File: config.mk
export PLATFORM = sky130hd
export DESIGN_NAME = key_change_event_tracker_unit
export DESIGN_NICKNAME = d
export VERILOG_FILES = /design/src/hw/rtl/kcet_pkg.sv /design/src/hw/rtl/key_change_event_tracker_unit.sv /design/src/hw/rtl/kcet_out_stage.sv
export VERILOG_INCLUDE_DIRS = /design/src /design/src/hw/rtl
export SDC_FILE = /design/constraint.sdc
export NUM_CORES = 1
export LEC_CHECK = 0
export BUFFER_PORTS_ARGS = -buffer_cell sky130_fd_sc_hd__buf_4
export CAP_MARGIN = 5
export CORE_ASPECT_RATIO = 0.75
export CORE_MARGIN = 2
export CORE_UTILIZATION = 39
export CTS_CLUSTER_SIZE = 20
export DETAILED_ROUTE_END_ITERATION = 12
export GPL_TIMING_DRIVEN = 0
export PLACE_DENSITY = 0.66
export SETUP_SLACK_MARGIN = 0.05
export SYNTH_ARGS = -nofsm -noshare
export SYNTH_HDL_FRONTEND = slang
export SYNTH_SLANG_ARGS = --single-unit
File: constraint.sdc
create_clock -name clk_i -period 6.2 [get_ports clk_i]
set_clock_uncertainty 0.1 [all_clocks]
set_input_delay 1.86 -clock clk_i [delete_from_list [all_inputs] [get_ports clk_i]]
set_output_delay 1.86 -clock clk_i [all_outputs]
set_load 0.02 [all_outputs]
File: src/hw/rtl/assert_macros.svh
// Assertion helpers shared by the RTL files.
`ifndef ASSERT_MACROS_SVH
`define ASSERT_MACROS_SVH

// Generic clocked assertion with an active-low reset.
`define ASSERT_CLK_RST(lbl, clk, rst_n, prop, msg) \
  lbl: assert property (@(posedge clk) disable iff (!rst_n) (prop)) else $error(msg);

// Assertion on the block clock and reset.
`define ASSERT_DEF(lbl, prop, msg) \
  `ASSERT_CLK_RST(lbl, clk_i, rst_ni, prop, msg)

`endif

File: src/hw/rtl/kcet_pkg.sv
`timescale 1ns / 1ps
// ----------------------------------------------------------------------------
// Key change event tracker package
// Shared constants, event type and sequencer state codes.
// ----------------------------------------------------------------------------
package kcet_pkg;

  localparam int NAV_KEYS      = 16;
  localparam int ROUTING_SLOTS = 6;
  localparam int SLOT_W        = $clog2(ROUTING_SLOTS);
  localparam int ROUTE_W       = 8;
  localparam int CNT_W         = 8;
  localparam int KEY_IDX_W     = 7;
  localparam int DEF_MAX_CELLS = 128;

  localparam logic [CNT_W-1:0] CELL_COUNT_RST = 8'd44;

  localparam logic GRP_NAV   = 1'b0;
  localparam logic GRP_ROUTE = 1'b1;

  typedef struct packed {
    logic                 group;
    logic [KEY_IDX_W-1:0] index;
    logic                 pressed;
  } evt_t;

  typedef enum logic [5:0] {
    ST_IDLE    = 6'b000001,
    ST_NAV_REL = 6'b000010,
    ST_RT_REL  = 6'b000100,
    ST_NAV_PRS = 6'b001000,
    ST_RT_PRS  = 6'b010000,
    ST_FLUSH   = 6'b100000
  } state_e;

endpackage

File: src/hw/rtl/key_change_event_tracker_unit.sv
`timescale 1ns / 1ps
// A report is scanned as navigation releases, routing releases over the usable cells, navigation
// presses, routing presses, then the flush; usable is cell_count capped at MAX_CELLS.
// A new report is taken only in idle, after the flush; one key compared per cycle by the shared step,
// unless an event waits for the output stage. An event waits in pend_q for the next event of its
// report, or the report's end, and for a free output register, then moves to out_q and is offered.
// Reset clears both held key sets and sets cell_count to 44.
// ----------------------------------------------------------------------------
// Key change event tracker
// Compares each key report with the held key sets and streams press and
// release events, navigation and routing, in the defined order.
// ----------------------------------------------------------------------------
`include "assert_macros.svh"

module key_change_event_tracker_unit
  import kcet_pkg::*;
#(
  parameter int MAX_CELLS = DEF_MAX_CELLS
) (
  input  logic              clk_i,
  input  logic              rst_ni,
  input  logic              cfg_valid_i,
  output logic              cfg_ready_o,
  input  logic [CNT_W-1:0]  cfg_data_i,  // cell_count
  input  logic              s_tvalid_i,
  output logic              s_tready_o,
  input  logic [63:0]       s_tdata_i,   // [15:0] navigation_bits, then routing_0..routing_5
  input  logic              s_tuser_i,   // [0] forget_previous
  output logic              m_tvalid_o,
  input  logic              m_tready_i,
  output logic [7:0]        m_tdata_o,   // [6:0] key_index, [7] pressed
  output logic              m_tuser_o,   // [0] key_group
  output logic              m_tlast_o    // last_event
);

  localparam int IW = (MAX_CELLS > 1) ? $clog2(MAX_CELLS) : 1;

  state_e                 state_q, state_d;
  logic [CNT_W-1:0]       cnt_q, cnt_d;
  logic [CNT_W-1:0]       cell_count_q;
  logic [NAV_KEYS-1:0]    nav_held_q, nav_held_d;
  logic [MAX_CELLS-1:0]   rt_held_q, rt_held_d;
  logic [NAV_KEYS-1:0]    now_nav_q;
  logic [ROUTE_W-1:0]     slot_q [ROUTING_SLOTS];
  logic [ROUTING_SLOTS-1:0] slot_v_q, slot_v_d;

  logic [CNT_W-1:0]       usable;
  logic                   alive;
  logic [ROUTE_W-1:0]     num;
  logic [ROUTE_W-1:0]     slot_sel, slot_key;
  logic [IW-1:0]          rd_idx;
  logic                   rt_bit, match, cond, done;
  logic [3:0]             nav_idx;
  logic                   evt_valid, evt_ready, flush, flush_ready;
  evt_t                   evt;
  logic                   accept;

  assign usable = (cell_count_q > CNT_W'(MAX_CELLS)) ? CNT_W'(MAX_CELLS) : cell_count_q;
  assign accept = s_tvalid_i && s_tready_o;
  assign s_tready_o  = (state_q == ST_IDLE);
  assign cfg_ready_o = 1'b1;

  // slot validity: list ends at the first zero, numbers above usable are skipped
  always_comb begin
    alive = 1'b1;
    for (int i = 0; i < ROUTING_SLOTS; i++) begin
      num = s_tdata_i[NAV_KEYS + ROUTE_W*i +: ROUTE_W];
      if (num == '0) begin
        alive = 1'b0;
      end
      slot_v_d[i] = alive && (num <= usable);
    end
  end

  // shared compare step: one held bit against one current bit per cycle, unless an event waits for output
  assign nav_idx  = cnt_q[3:0];
  assign slot_sel = slot_q[cnt_q[SLOT_W-1:0]];
  assign slot_key = slot_sel - ROUTE_W'(1);
  assign rd_idx   = (state_q == ST_RT_PRS) ? slot_key[IW-1:0] : cnt_q[IW-1:0];
  assign rt_bit   = rt_held_q[rd_idx];

  always_comb begin
    match = 1'b0;
    for (int i = 0; i < ROUTING_SLOTS; i++) begin
      match = match || (slot_v_q[i] && (slot_q[i] == (cnt_q + CNT_W'(1))));
    end
  end

  always_comb begin
    state_d   = state_q;
    cnt_d     = cnt_q;
    nav_held_d = nav_held_q;
    rt_held_d  = rt_held_q;
    cond      = 1'b0;
    done      = 1'b0;
    flush     = 1'b0;
    evt.group   = GRP_NAV;
    evt.index   = cnt_q[KEY_IDX_W-1:0];
    evt.pressed = 1'b0;
    unique case (state_q)
      ST_IDLE: begin
        if (accept) begin
          state_d = ST_NAV_REL;
          cnt_d   = '0;
          if (s_tuser_i) begin
            nav_held_d = '0;
            rt_held_d  = '0;
          end
        end
      end
      ST_NAV_REL: begin
        cond = nav_held_q[nav_idx] && !now_nav_q[nav_idx];
        done = (cnt_q == CNT_W'(NAV_KEYS - 1));
        if (!cond || evt_ready) begin
          state_d = done ? ST_RT_REL : ST_NAV_REL;
          cnt_d   = done ? '0 : cnt_q + CNT_W'(1);
        end
      end
      ST_RT_REL: begin
        evt.group = GRP_ROUTE;
        cond = (cnt_q < usable) && rt_bit && !match;
        done = ({1'b0, cnt_q} + (CNT_W+1)'(1)) >= {1'b0, usable};
        if (!cond || evt_ready) begin
          state_d = done ? ST_NAV_PRS : ST_RT_REL;
          cnt_d   = done ? CNT_W'(NAV_KEYS - 1) : cnt_q + CNT_W'(1);
        end
      end
      ST_NAV_PRS: begin
        evt.pressed = 1'b1;
        cond = !nav_held_q[nav_idx] && now_nav_q[nav_idx];
        done = (cnt_q == '0);
        if (!cond || evt_ready) begin
          state_d = done ? ST_RT_PRS : ST_NAV_PRS;
          cnt_d   = done ? CNT_W'(ROUTING_SLOTS - 1) : cnt_q - CNT_W'(1);
        end
      end
      ST_RT_PRS: begin
        evt.group   = GRP_ROUTE;
        evt.pressed = 1'b1;
        evt.index   = slot_key[KEY_IDX_W-1:0];
        // held set is still the old one here, so duplicates both press
        cond = slot_v_q[cnt_q[SLOT_W-1:0]] && !rt_bit;
        done = (cnt_q == '0);
        if (!cond || evt_ready) begin
          state_d = done ? ST_FLUSH : ST_RT_PRS;
          cnt_d   = done ? '0 : cnt_q - CNT_W'(1);
        end
      end
      ST_FLUSH: begin
        flush = 1'b1;
        if (flush_ready) begin
          state_d    = ST_IDLE;
          nav_held_d = now_nav_q;
          rt_held_d  = '0;
          for (int i = 0; i < ROUTING_SLOTS; i++) begin
            if (slot_v_q[i]) begin
              rt_held_d[IW'(slot_q[i] - ROUTE_W'(1))] = 1'b1;
            end
          end
        end
      end
      default: begin
        state_d = ST_IDLE;
      end
    endcase
  end

  assign evt_valid = cond;

  always_ff @(posedge clk_i or negedge rst_ni) begin
    if (!rst_ni) begin
      state_q      <= ST_IDLE;
      cnt_q        <= '0;
      cell_count_q <= CELL_COUNT_RST;
      nav_held_q   <= '0;
      rt_held_q    <= '0;
      slot_v_q     <= '0;
    end else begin
      state_q    <= state_d;
      cnt_q      <= cnt_d;
      nav_held_q <= nav_held_d;
      rt_held_q  <= rt_held_d;
      if (cfg_valid_i && cfg_ready_o) begin
        cell_count_q <= cfg_data_i;
      end
      if (accept) begin
        slot_v_q <= slot_v_d;
      end
    end
  end

  always_ff @(posedge clk_i) begin
    if (accept) begin
      now_nav_q <= s_tdata_i[NAV_KEYS-1:0];
      for (int i = 0; i < ROUTING_SLOTS; i++) begin
        slot_q[i] <= s_tdata_i[NAV_KEYS + ROUTE_W*i +: ROUTE_W];
      end
    end
  end

  kcet_out_stage u_out (
    .clk_i         (clk_i),
    .rst_ni        (rst_ni),
    .evt_valid_i   (evt_valid),
    .evt_i         (evt),
    .evt_ready_o   (evt_ready),
    .flush_i       (flush),
    .flush_ready_o (flush_ready),
    .m_tvalid_o    (m_tvalid_o),
    .m_tready_i    (m_tready_i),
    .m_tdata_o     (m_tdata_o),
    .m_tuser_o     (m_tuser_o),
    .m_tlast_o     (m_tlast_o)
  );

  `ASSERT_DEF(a_accept_starts_scan, accept |=> (state_q == ST_NAV_REL), "scan not started")
  `ASSERT_DEF(a_slot_cnt_range, state_q == ST_RT_PRS |-> cnt_q < CNT_W'(ROUTING_SLOTS), "slot range")
  `ASSERT_DEF(a_rel_cnt_range, (state_q == ST_RT_REL && cond) |-> cnt_q < usable, "release range")

endmodule

File: src/hw/rtl/kcet_out_stage.sv
`timescale 1ns / 1ps
// ----------------------------------------------------------------------------
// Event output stage
// Holds one event back until the next one (or the end of the report) is
// known, so the last event of a report can carry tlast.
// ----------------------------------------------------------------------------
`include "assert_macros.svh"

module kcet_out_stage
  import kcet_pkg::*;
(
  input  logic       clk_i,
  input  logic       rst_ni,
  input  logic       evt_valid_i,
  input  evt_t       evt_i,
  output logic       evt_ready_o,
  input  logic       flush_i,
  output logic       flush_ready_o,
  output logic       m_tvalid_o,
  input  logic       m_tready_i,
  output logic [7:0] m_tdata_o,  // [6:0] key_index, [7] pressed
  output logic       m_tuser_o,  // [0] key_group
  output logic       m_tlast_o   // last_event
);

  logic pend_v_q, pend_v_d;
  evt_t pend_q;
  logic out_v_q, out_v_d;
  evt_t out_q;
  logic out_last_q;
  logic out_free, move;

  assign out_free      = !out_v_q || m_tready_i;
  assign evt_ready_o   = !pend_v_q || out_free;
  assign flush_ready_o = !pend_v_q || out_free;
  // held event leaves once its successor, or the end of the report, is known and the output is free
  assign move          = pend_v_q && out_free && (evt_valid_i || flush_i);

  always_comb begin
    out_v_d = (out_v_q && !m_tready_i) || move;
    if (evt_valid_i && evt_ready_o) begin
      pend_v_d = 1'b1;
    end else if (move) begin
      pend_v_d = 1'b0;
    end else begin
      pend_v_d = pend_v_q;
    end
  end

  always_ff @(posedge clk_i or negedge rst_ni) begin
    if (!rst_ni) begin
      pend_v_q <= 1'b0;
      out_v_q  <= 1'b0;
    end else begin
      pend_v_q <= pend_v_d;
      out_v_q  <= out_v_d;
    end
  end

  always_ff @(posedge clk_i) begin
    if (evt_valid_i && evt_ready_o) begin
      pend_q <= evt_i;
    end
    if (move) begin
      out_q      <= pend_q;
      out_last_q <= flush_i;
    end
  end

  assign m_tvalid_o = out_v_q;
  assign m_tdata_o  = {out_q.pressed, out_q.index};
  assign m_tuser_o  = out_q.group;
  assign m_tlast_o  = out_last_q;

  `ASSERT_DEF(a_no_evt_on_flush, !(evt_valid_i && flush_i), "event offered during flush")
  `ASSERT_DEF(a_flush_marks_last, (flush_i && flush_ready_o && pend_v_q) |=> (out_v_q && out_last_q), "last event not marked")

endmodule
After elaboration in Yosys (flattened, before gate mapping)
Memories as Yosys holds them, arrays and structs flattened.
Index checks and enable logic that the tools add are counted.
W data, S select, Z words.
{"block": "totals", "elab_cells": 224, "out_inout_bits": 13, "register_bits": 209, "ramBits": 48, "mem_count": 1, "in_bits": 78}
{"block": "classes", "order_cmp": 24, "n_eq_ne": 20, "reduce_logical": 67, "bitwise_logic": 5, "mux": 81, "addsub": 10}
{"name": "slot_q", "words": 6, "word_bits": 8, "read_ports": 7, "rd_clocked_by_memory_dff": 0, "write_ports": 6, "line_no": "key_change_event_tracker_unit.sv:44", "rtl": "logic [ROUTE_W-1:0] slot_q [ROUTING_SLOTS];"}
{"operator": "$mux W128", "count": 19}
{"operator": "$or A128 B128 Y128", "count": 5}
{"operator": "$pmux W128 S2", "count": 1}
{"operator": "$mux W8", "count": 10}
{"operator": "$logic_not A8 Y1", "count": 7}
{"operator": "$lt A7 B8 Y1 const B", "count": 7}
{"operator": "$sub A7 B1 Y7 const B", "count": 7}
{"operator": "$eq A8 B8 Y1", "count": 6}
{"operator": "$le A8 B8 Y1", "count": 6}
{"operator": "$mux W16", "count": 3}
{"operator": "$demux W1 S7", "count": 6}
{"operator": "$ge A7 B1 Y1 const B", "count": 6}
{"operator": "$mux W6", "count": 7}
{"operator": "$pmux W8 S5", "count": 1}
{"operator": "$pmux W6 S6", "count": 1}
{"operator": "$pmux W16 S2", "count": 1}
{"operator": "$logic_and A1 B1 Y1", "count": 28}
{"operator": "$mux W1", "count": 23}
{"operator": "$logic_or A1 B1 Y1", "count": 13}
{"operator": "$reduce_and A6 Y1", "count": 2}
{"operator": "$logic_not A1 Y1", "count": 11}
{"operator": "$add A8 B1 Y9 const B", "count": 1}
{"operator": "$ge A9 B8 Y1", "count": 1}
{"operator": "$add A8 B1 Y8 const B", "count": 1}
{"operator": "other kinds (26)", "count": 34}

Depth between registers and ports, before layout
Gate-level depths: netlist of the first run.
An unclocked memory read counts as a cell.
{"block": "depth", "depth_word": 29, "ltp_mapped": 18, "mapped_depth_nobuf": 15}

By module
A second synthesis of the first run with hierarchy kept.
{"block": "hier_totals", "hier_cells": 2270, "hier_area_um2": 19626.3}
{"module": "key_change_event_tracker_unit", "instances": 1, "seq_area_each_um2": 6231.0, "cells_per_inst": 2238, "area_each_um2": 18920.6}
{"module": "kcet_out_stage", "instances": 1, "seq_area_each_um2": 620.6, "cells_per_inst": 32, "area_each_um2": 705.7}

Least setup slack after synthesis of the first run
Ideal clock, no wire load.
{"block": "synth_timing", "path_kind": "register to register", "startpoint": "register cnt_q[0]", "endpoint": "register u_out.pend_q[0] in the netlist's numbering, enable pin", "path_buffers": 3, "t_arrival_ps": 4172, "synth_period_minus_slack_ps": 4646, "required_time_ps": 5726, "slack_ps": 1554, "path_stages_with_launch": 16, "setup_ps": 374, "cell_sequence": "dfrtp_1 > buf_6 > mux2_2 > a222oi_1 > ha_1 > a21oi_1 > buf_2 > buf_2 > mux2_2 > nor2_1 > a21oi_1 > a211oi_1 > nor4_2 > nor4_4 > mux2_4 > nor2_1"}
{"block": "synth_between", "elab_chain_cells": 12, "word_cells_on_any_way": 41, "cone_classes": "add/sub: 2; order compare: 1; eq/ne: 6; mux: 10; reduce/logical: 21; memory: 1"}
{"item": "start, declared", "line_no": "key_change_event_tracker_unit.sv:39", "rtl": "logic [CNT_W-1:0] cnt_q, cnt_d;"}
{"item": "start signal, assigned", "line_no": "key_change_event_tracker_unit.sv:180", "rtl": "cnt_q <= cnt_d;"}
{"item": "branches (longest 10 deep; another with $mem_v2 Z6 W8)"}
{"item": "$pmux W1 S4 *", "line_no": "key_change_event_tracker_unit.sv:100", "rtl": "unique case (state_q)"}
{"item": "$logic_and A1 B1 Y1 *", "line_no": "kcet_out_stage.sv:61", "rtl": "if (evt_valid_i && evt_ready_o) begin"}
{"item": "end signal, assigned", "line_no": "kcet_out_stage.sv:62", "rtl": "pend_q <= evt_i;"}
{"item": "end, declared", "line_no": "kcet_out_stage.sv:27", "rtl": "evt_t pend_q;"}
Mark *: on every way between the ends. The select of a mux whose other input is x is not followed.
A chain may end at the register's enable or synchronous reset.

Final worst setup path of the first run
{"block": "layout_timing", "startpoint": "register cnt_q[1]", "endpoint": "register u_out.out_q (netlist bit u_out.m_tdata_o[0]), enable pin"}
{"block": "layout_between", "elab_chain_cells": 13, "word_cells_on_any_way": 42, "cone_classes": "add/sub: 2; order compare: 1; eq/ne: 6; mux: 10; reduce/logical: 22; memory: 1"}
{"item": "branches (longest 10 deep; another with $mem_v2 Z6 W8)"}
{"item": "$pmux W1 S4 *", "line_no": "key_change_event_tracker_unit.sv:100"}
{"item": "$logic_or A1 B1 Y1 *", "line_no": "kcet_out_stage.sv:37", "rtl": "assign move = pend_v_q && out_free && (evt_valid_i || flush_i);"}
{"item": "$logic_and A1 B1 Y1 *", "line_no": "kcet_out_stage.sv:37"}
{"item": "named net u_out.move", "line_no": "kcet_out_stage.sv:31", "rtl": "logic out_free, move;"}
{"item": "end signal, assigned", "line_no": "kcet_out_stage.sv:65", "rtl": "out_q <= pend_q;"}
{"item": "end, declared", "line_no": "kcet_out_stage.sv:29", "rtl": "evt_t out_q;"}
Mark *: on every way through the listed nets, which the timed path passes. The select of a mux whose other input is x is not followed.

==> run summary, run 1 <==
Routed WL - 102,000 um
CP Data Required Time - 6.36 ns
CP top delay family - multiplexers
hold slack - 0.320 ns
CP max FO - 10
Initial DRC Count - 3,558
Primary FF master, synth - dfrtp_1
Max Buffers Root-to-Sink - 3
post-synthesis async set-or-reset flop share - 0.677
Root Buffer - clkbuf_16
Arr. time, crit path - 6.28 ns
DP HPWL - 79,500 um
count of final setup violators - 0
synthesized instance count - 2,246
outcome - complete, but fails checks
Pre-antenna DRT Iters - 6
Max H-tree Level - 1
area delta synth->final - 14.2%
number of global-route vias before repair - 19,831
Pint - 3.88 mW
drt drc - 0
Synth Area per Inst - 8.75 um^2
CTS Buf Count - 28
Sw Ratio - 0.467
layout net count - 2,537
Placed Area - 21,500 um^2
fin area - 22,400 um^2
pwr dens - 324 nW/um^2
CP max-delay cell - nor4_4
Synth cell types - 75
worst hold-check path type - reg -> reg
DRT antenna net count - 0
layout cells sized above 1 - 0.113
Clock Sinks - 257
Die Y - 198 um
Placer Congestion - 1.06
die area - 52,200 um^2
effective utilization at floorplan - 0.394
Remaining Overflow, GRT - 0
Final Core Density - 0.450
sequential share of power - 0.277
synthesized net count - 2,398
RSZ-0062 raised after global routing - false
CP Capture Type - register
failing checks - capacitance limit, slew limit
Routed WL per cell - 33.3 um
Comb pwr share - 0.487
Core Rows - 71
Post-synth EDFFs - 83
slowest stage delay, CP - 0.62 ns
Cells after DPL - 3,010
FMAX - 0.164 GHz
via/cell ratio - 6.89
P_leak - 8.38 nW
crit path cell chain - buf_2, mux2i_1, mux4_2, ha_1, a21oi_2, buf_2, clkbuf_4, mux2_2, o211ai_1, a311o_1, nor3_1, nor4_4, mux2i_1, nand2b_1, nor2_4
Post-Layout Cell Count - 3,066
Psw - 3.40 mW
Yosys warnings - 0
total number of vias - 21,140
IO Port Bufs - 88
Worst setup SP type - register
core area - 49,900 um^2
sequential share of the synthesized area - 0.349
Reg clk slew, reported paths - 0.07 ns
insertion delay to the later sink of the worst-skew pair - 0.59 ns
first-pass GRT wire length - 144,000 um
headroom to the max-slew limit - -0.0478
Tcrit/Tclk final - 0.986
WP buf/inv - 3
MaxCap Viol Count - 2
max-slew violations - 9
Ports - 91
Filler cells - 4,912
Crit Path Category - reg -> reg
Clock power frac - 0.235
Fin. Hold Viols - 0
worst-margin pin slew - 1.57 ns
Tot GR Track Use - 0.384
antenna violations before repair - 2
worst vdd ir - 0.160 mV
largest net degree at the start of global routing - 119
die width - 263 um
Mapped Area - 19,700 um^2
Seq cells post-synth - 257
CTS tree - built
minimum clock period - 6.12 ns
what timing repair did:
action	CTS	global route
setup endpoints to repair	34	33
gates resized for setup	6	9
buffers inserted	2	0
hold buffers	0	0
pin swaps	1	1
cell usage after synthesis, types with 23 or more instances:
| master | instances | area [um^2] |
|---|---|---|
| clkbuf_1 | 124 | 465 |
| nor2b_1 | 34 | 213 |
| mux2_2 | 36 | 405 |
| ha_1 | 74 | 926 |
| xnor2_1 | 62 | 543 |
| o22ai_1 | 92 | 576 |
| a221o_1 | 71 | 711 |
| nand2b_1 | 31 | 194 |
| nor2_1 | 160 | 601 |
| xor2_1 | 30 | 263 |
| nand3_1 | 50 | 250 |
| a21oi_1 | 58 | 290 |
| dfrtp_1 | 170 | 4250 |
| o21ai_0 | 176 | 881 |
| mux2i_1 | 82 | 821 |
| nand2_1 | 300 | 1130 |
| inv_1 | 53 | 199 |
| edfxtp_1 | 83 | 2490 |
| a22oi_1 | 68 | 510 |
| nor3_1 | 68 | 340 |
| a22o_1 | 23 | 201 |
| a221oi_1 | 120 | 1050 |
| nor4_1 | 27 | 169 |
power by group through the flow:
stage	Sequential [mW]	Combinational (mW)	Clock, mW
2_1_floorplan	2.01	2.01	0
3_3_place_gp	2.06	3.24	0
3_5_place_dp	2.05	3.32	0
4_1_cts	2.02	3.35	1.73
5_1_grt	2.03	3.67	1.80
6_report	2.02	3.55	1.71
routing by layer:
metal / up-vias / wire, um / global-route usage
met3: 213 / 14100 / 0.136
met1: 10582 / 44600 / 0.552
met5: - / 0 / 0
met4: 0 / 3830 / 0.126
li1: 8880 / - / -
met2: 1465 / 39600 / 0.529
metrics by stage:
step / power [mW] / setup WS, ns / TNS, ns
3_5_place_dp: 5.36 / -0.853 / -17.76
3_3_place_gp: 5.29 / -0.846 / -45.64
4_1_cts: 7.10 / 0.107 / 0
5_1_grt: 7.50 / 0.0606 / 0
2_1_floorplan: 4.02 / 1.55 / 0
6_report: 7.28 / 0.0843 / 0
state kept, by name, indices dropped and copies added, names as in the netlist, 8 cells and up:
| signal | cells |
|---|---|
| u_out.pend_q | 9 |
| now_nav_q | 16 |
| slot_q | 48 |
| nav_held_q | 16 |
| cnt_q | 8 |
| u_out.m_tdata_o | 8 |
| rt_held_q | 128 |
| cell_count_q | 8 |
worst register-to-register path, stage by stage (launching register included):
cell and delay (ns):
dfrtp_1 0.47, buf_2 0.29, mux2i_1 0.20, mux4_2 0.53, ha_1 0.38, a21oi_2 0.33, buf_2 0.37, clkbuf_4 0.42
mux2_2 0.42, o211ai_1 0.54, a311o_1 0.26, nor3_1 0.08, nor4_4 0.62, mux2i_1 0.21, nand2b_1 0.26, nor2_4 0.30
final timing paths:
check	startpoint	to	slack (ns)	depth (start not counted)
min in group asynchronous	rst_ni	nav_held_q[12]	1.10	1
setup reg to reg	cnt_q[1]	u_out.m_tdata_o[0]	0.08	15
max in group asynchronous	rst_ni	rt_held_q[65]	3.85	2
hold reg to reg	u_out.pend_q[8]	u_out.m_tuser_o	0.32	0
hold / removal	u_out.pend_q[8]	u_out.m_tuser_o	0.32	0
setup / recovery	cnt_q[1]	u_out.m_tdata_o[0]	0.08	15
cell type report:
type,instances,area (um^2),share of cell area
Antenna cell,2,5.00,0.000223
Buffer,161,666,0.0297
Clock buffer,33,761,0.0339
Clock inverter,19,158,0.00702
Inverter,55,206,0.00920
Multi-Input combinational cell,1773,12100,0.538
Sequential cell,257,6850,0.305
Tap cell,657,822,0.0366
Timing Repair Buffer,109,908,0.0405
placed cells by master, fill, tap and decap left out, drive strengths merged, types with 9 or more instances in the layout:
cell type	synthesis	layout
o2bb2ai	9	9
o211ai	17	17
a31oi	9	9
a21o	9	9
dfrtp	170	170
xor2	30	30
o22ai	92	92
a21oi	58	58
buf	37	142
a22o	23	23
nor4	29	29
nand4	14	14
nand2b	31	31
mux2i	83	83
clkinv	1	13
nor3	68	68
a221oi	120	120
xnor2	62	62
o21ai	181	181
nand3	50	50
a221o	71	71
a211oi	15	15
edfxtp	83	83
mux4	16	16
clkbuf	124	160
nand2	300	300
nor2	160	160
ha	74	74
a22oi	68	68
o21a	13	13
or3	16	16
nor2b	34	34
mux2	39	39
or2	10	10
and2	14	14
inv	54	58
logic make-up after synthesis:
group,Yosys count,synth area share
compound gates,727,0.264
xor+xnor,92,0.0410
fa+ha+maj,74,0.0471
buf+inv,216,0.0437
flops,257,0.349
mux,138,0.0838
other cells,1,0.000191
simple gates,741,0.172
No activity file was read; power rests on OpenSTA's default activity.
==> run 2, diff against run 1 <==
--- a/config.mk
+++ b/config.mk
@@ -10,12 +10,13 @@
 export CAP_MARGIN = 5
 export CORE_ASPECT_RATIO = 0.75
 export CORE_MARGIN = 2
-export CORE_UTILIZATION = 39
+export CORE_UTILIZATION = 32
 export CTS_CLUSTER_SIZE = 20
 export DETAILED_ROUTE_END_ITERATION = 12
 export GPL_TIMING_DRIVEN = 0
-export PLACE_DENSITY = 0.66
+export PLACE_DENSITY = 0.58
 export SETUP_SLACK_MARGIN = 0.05
 export SYNTH_ARGS = -nofsm -noshare
 export SYNTH_HDL_FRONTEND = slang
+export SYNTH_HIERARCHICAL = 1
 export SYNTH_SLANG_ARGS = --single-unit
==> run 2 against run 1 <==
Against the previous run:
- the flow now finishes without violations
- first-iteration DRC count shrank 11%
- area after synthesis shrank 0.15%
- design area is 1.9% higher
- worst setup slack better by 0.11 ns
- non-clock buffer count increased by 23
- clock power grew 11%
- largest power group unchanged
- utilization down 7.2 points
- register-to-register slack improved by 0.11 ns
- total power grew 2.0%
- die area increased by 21%
- sequential share of layout area down 0.56 points
- synthesized cell count is 1.1% higher
==> run summary, run 2 <==
MaxCap Viol Count - 0 (-2)
CTS Buf Count - 29 (+3.6%)
Multi-input gate area - 12,000 um^2 (-0.57%)
met2 WL - 41,100 um (+3.9%)
headroom to the max-slew limit - 0.0279 (+0.0757)
synthesized instance count - 2,270 (+1.1%)
minimum clock period - 6.01 ns (-0.108 ns)
CP max FO - 10 (unchanged)
Cells after DPL - 3,180 (+5.6%)
IO Port Bufs - 88 (unchanged)
biggest regs - rt_held_q: 128 flops, slot_q: 48 flops
Placed Area - 21,700 um^2 (+0.92%)
Initial DRC Count - 3,167 (-11%)
fin worst setup slack - 0.193 ns (+0.108 ns)
Root Buffer - clkbuf_16
Sum Neg Setup Slack - 0 ns (unchanged)
sequential share of the synthesized area - 0.349 (+0.000533)
Synth cell types - 90 (+20%)
Crit Path Category - reg -> reg
outcome - complete, no violations
most frequent cell after synthesis - nand2_1
Register Area - 6850 um^2 (unchanged)
antenna violations before repair - 13 (+11)
largest net degree at the start of global routing - 119 (unchanged)
met1 wire length - 49,000 um (+9.9%)
DP HPWL - 84,400 um (+6.2%)
Reg clk slew, reported paths - 0.06 ns (about the same)
P_leak - 8.32 nW (-0.71%)
Worst path depth - 22 (+7)
layout net count - 2,572 (+1.4%)
slowest stage delay, CP - 0.42 ns (-0.20 ns)
CP Data Required Time - 6.35 ns (about the same)
layout cells sized above 1 - 0.117 (+0.00407)
top cells by count, synth - 349 x nand2_1, 170 x dfrtp_1, 165 x o21ai_0, 138 x nor2_1, 128 x clkbuf_1
Routed WL - 108,000 um (+5.4%)
Tcrit/Tclk final - 0.969 (-0.0175)
effective utilization at floorplan - 0.324 (-0.0699)
core area - 60,600 um^2 (+21%)
Post-Layout Cell Count - 3,247 (+5.9%)
die width - 290 um (+10%)
Final Core Density - 0.377 (-0.0723)
top layer in use - met5
Worst setup SP type - register
Routed WL per cell - 33.1 um (-0.44%)
post-synthesis async set-or-reset flop share - 0.677 (unchanged)
power consumption - 7.43 mW (+2.0%)
Ports - 91 (unchanged)
CP max-delay cell - dfrtp_1
CTS tree - built
drt drc - 0 (unchanged)
via/cell ratio - 6.56 (-4.9%)
synthesized net count - 2,421 (+0.96%)
count of final setup violators - 0 (unchanged)
total number of vias - 21,292 (+0.72%)
reg2reg path depth - 22 (+7)
Primary FF master, synth - dfrtp_1
most common cell after layout, fill and taps aside - nand2_1
Fin. Hold Viols - 0 (unchanged)
Synth area leader - dfrtp_1
Filler cells - 6,114 (+24%)
Pre-antenna DRT Iters - 8 (+2)
Placer Congestion - 1.03 (-3.0%)
worst-margin pin slew - 1.45 ns (-0.113 ns)
met3 wire length - 14,200 um (+0.98%)
number of global-route vias before repair - 19,698 (-0.67%)
Clock Sinks - 257 (unchanged)
Die Y - 218 um (+10%)
crit path cell chain - buf_6, buf_4, mux2i_1, a22o_1, or2_2, ha_1, and3_1, buf_4, or2_1, buf_4, buf_2, buf_2, nand2_1, nand3_1, nand3_1, a31oi_2, o221a_1, o211ai_2, mux2_4, inv_1, inv_1, a21oi_4
Max Buffers Root-to-Sink - 3 (unchanged)
hold slack - 0.319 ns (-0.00138 ns)
Max H-tree Level - 1 (unchanged)
commonest cells after routing, fill and taps aside - 349 x nand2_1, 170 x dfrtp_1, 165 x o21ai_0
DRT antenna net count - 0 (unchanged)
hold depth - 0 (unchanged)
worst vdd ir - 0.194 mV (+21%)
Seq cells post-synth - 257 (unchanged)
CP Capture Type - register
fin area - 22,900 um^2 (+1.9%)
RSZ-0062 raised after global routing - false
Arr. time, crit path - 6.16 ns (-0.12 ns)
Post-synth EDFFs - 83 (unchanged)
Yosys warnings - 6 (+6)
Mapped Area - 19,600 um^2 (-0.15%)
die area - 63,400 um^2 (+21%)
worst hold-check path type - reg -> reg
WP buf/inv - 8 (+5)
FMAX - 0.166 GHz (+1.8%)
first-pass GRT wire length - 151,000 um (+4.9%)
Top reg by flops - rt_held_q
top-area cell type share of the netlist area - 0.217 (+0.000331)
Area contributors post-synth - dfrtp_1 22%, edfxtp_1 13%, nand2_1 6.7%
area delta synth->final - 16.5%
Synth Area per Inst - 8.65 um^2 (-1.2%)
Setup WS pre-CTS - -0.687 ns (+0.166 ns)
pwr dens - 325 nW/um^2 (+0.12%)
Remaining Overflow, GRT - 0 (unchanged)
Tot GR Track Use - 0.332 (-0.0520)
CP most frequent cell - buf_4
CP top delay family - buffers and inverters
insertion delay to the later sink of the worst-skew pair - 0.60 ns (about the same)
max reg flops - 128 (unchanged)
Core Rows - 78 (+9.9%)
max-slew violations - 0 (-9)
[run 2: layout make-up]
class	instances	share of cell area
clock inverters	8	0.00465
inverters	51	0.00837
well taps	800	0.0438
repair buffers	120	0.0460
clock buffers	45	0.0408
multi-input cells	1789	0.525
flip-flops and latches	257	0.300
plain buffers	173	0.0315
diodes	4	0.000438
[run 2: cell families after synthesis]
kind of cell | Yosys count | share of synthesized area
compound gates | 742 | 0.277
fa+ha+maj | 73 | 0.0465
flops | 257 | 0.349
mux | 60 | 0.0455
buf+inv | 224 | 0.0462
simple gates | 820 | 0.194
xor+xnor | 93 | 0.0415
other cells | 1 | 0.000191
[run 2: worst paths after layout]
| path | end | start | slack (ns) |
|---|---|---|---|
| worst min register to register | u_out/m_tdata_o[2] | u_out/pend_q[3] | 0.32 |
| worst min-delay path | u_out/m_tdata_o[2] | u_out/pend_q[3] | 0.32 |
| max in group asynchronous | rt_held_q[61] | rst_ni | 3.84 |
| min in group asynchronous | nav_held_q[1] | rst_ni | 1.08 |
| worst max-delay path | u_out/pend_q[6] | cnt_q[0] | 0.19 |
| worst max register to register | u_out/pend_q[6] | cnt_q[0] | 0.19 |
[run 2: where the power goes]
part	switching (mW)	internal [mW]	total [mW]
logic	2.50	0.959	3.46
clock network	0.776	1.12	1.90
registers	0.157	1.91	2.07
[run 2: layer usage]
metal,vias up,GRT usage
met2,1528,0.446
met1,10518,0.493
met4,10,0.0905
li1,9022,-
met5,-,0
met3,214,0.117
[run 2: what timing repair did]
action | in CTS | in global routing
pin swaps | 1 | 1
cloned | 0 | 0
setup endpoints to repair | 19 | 19
gates resized for setup | 8 | 3
hold buffers | 0 | 0
setup buffers | 5 | 1
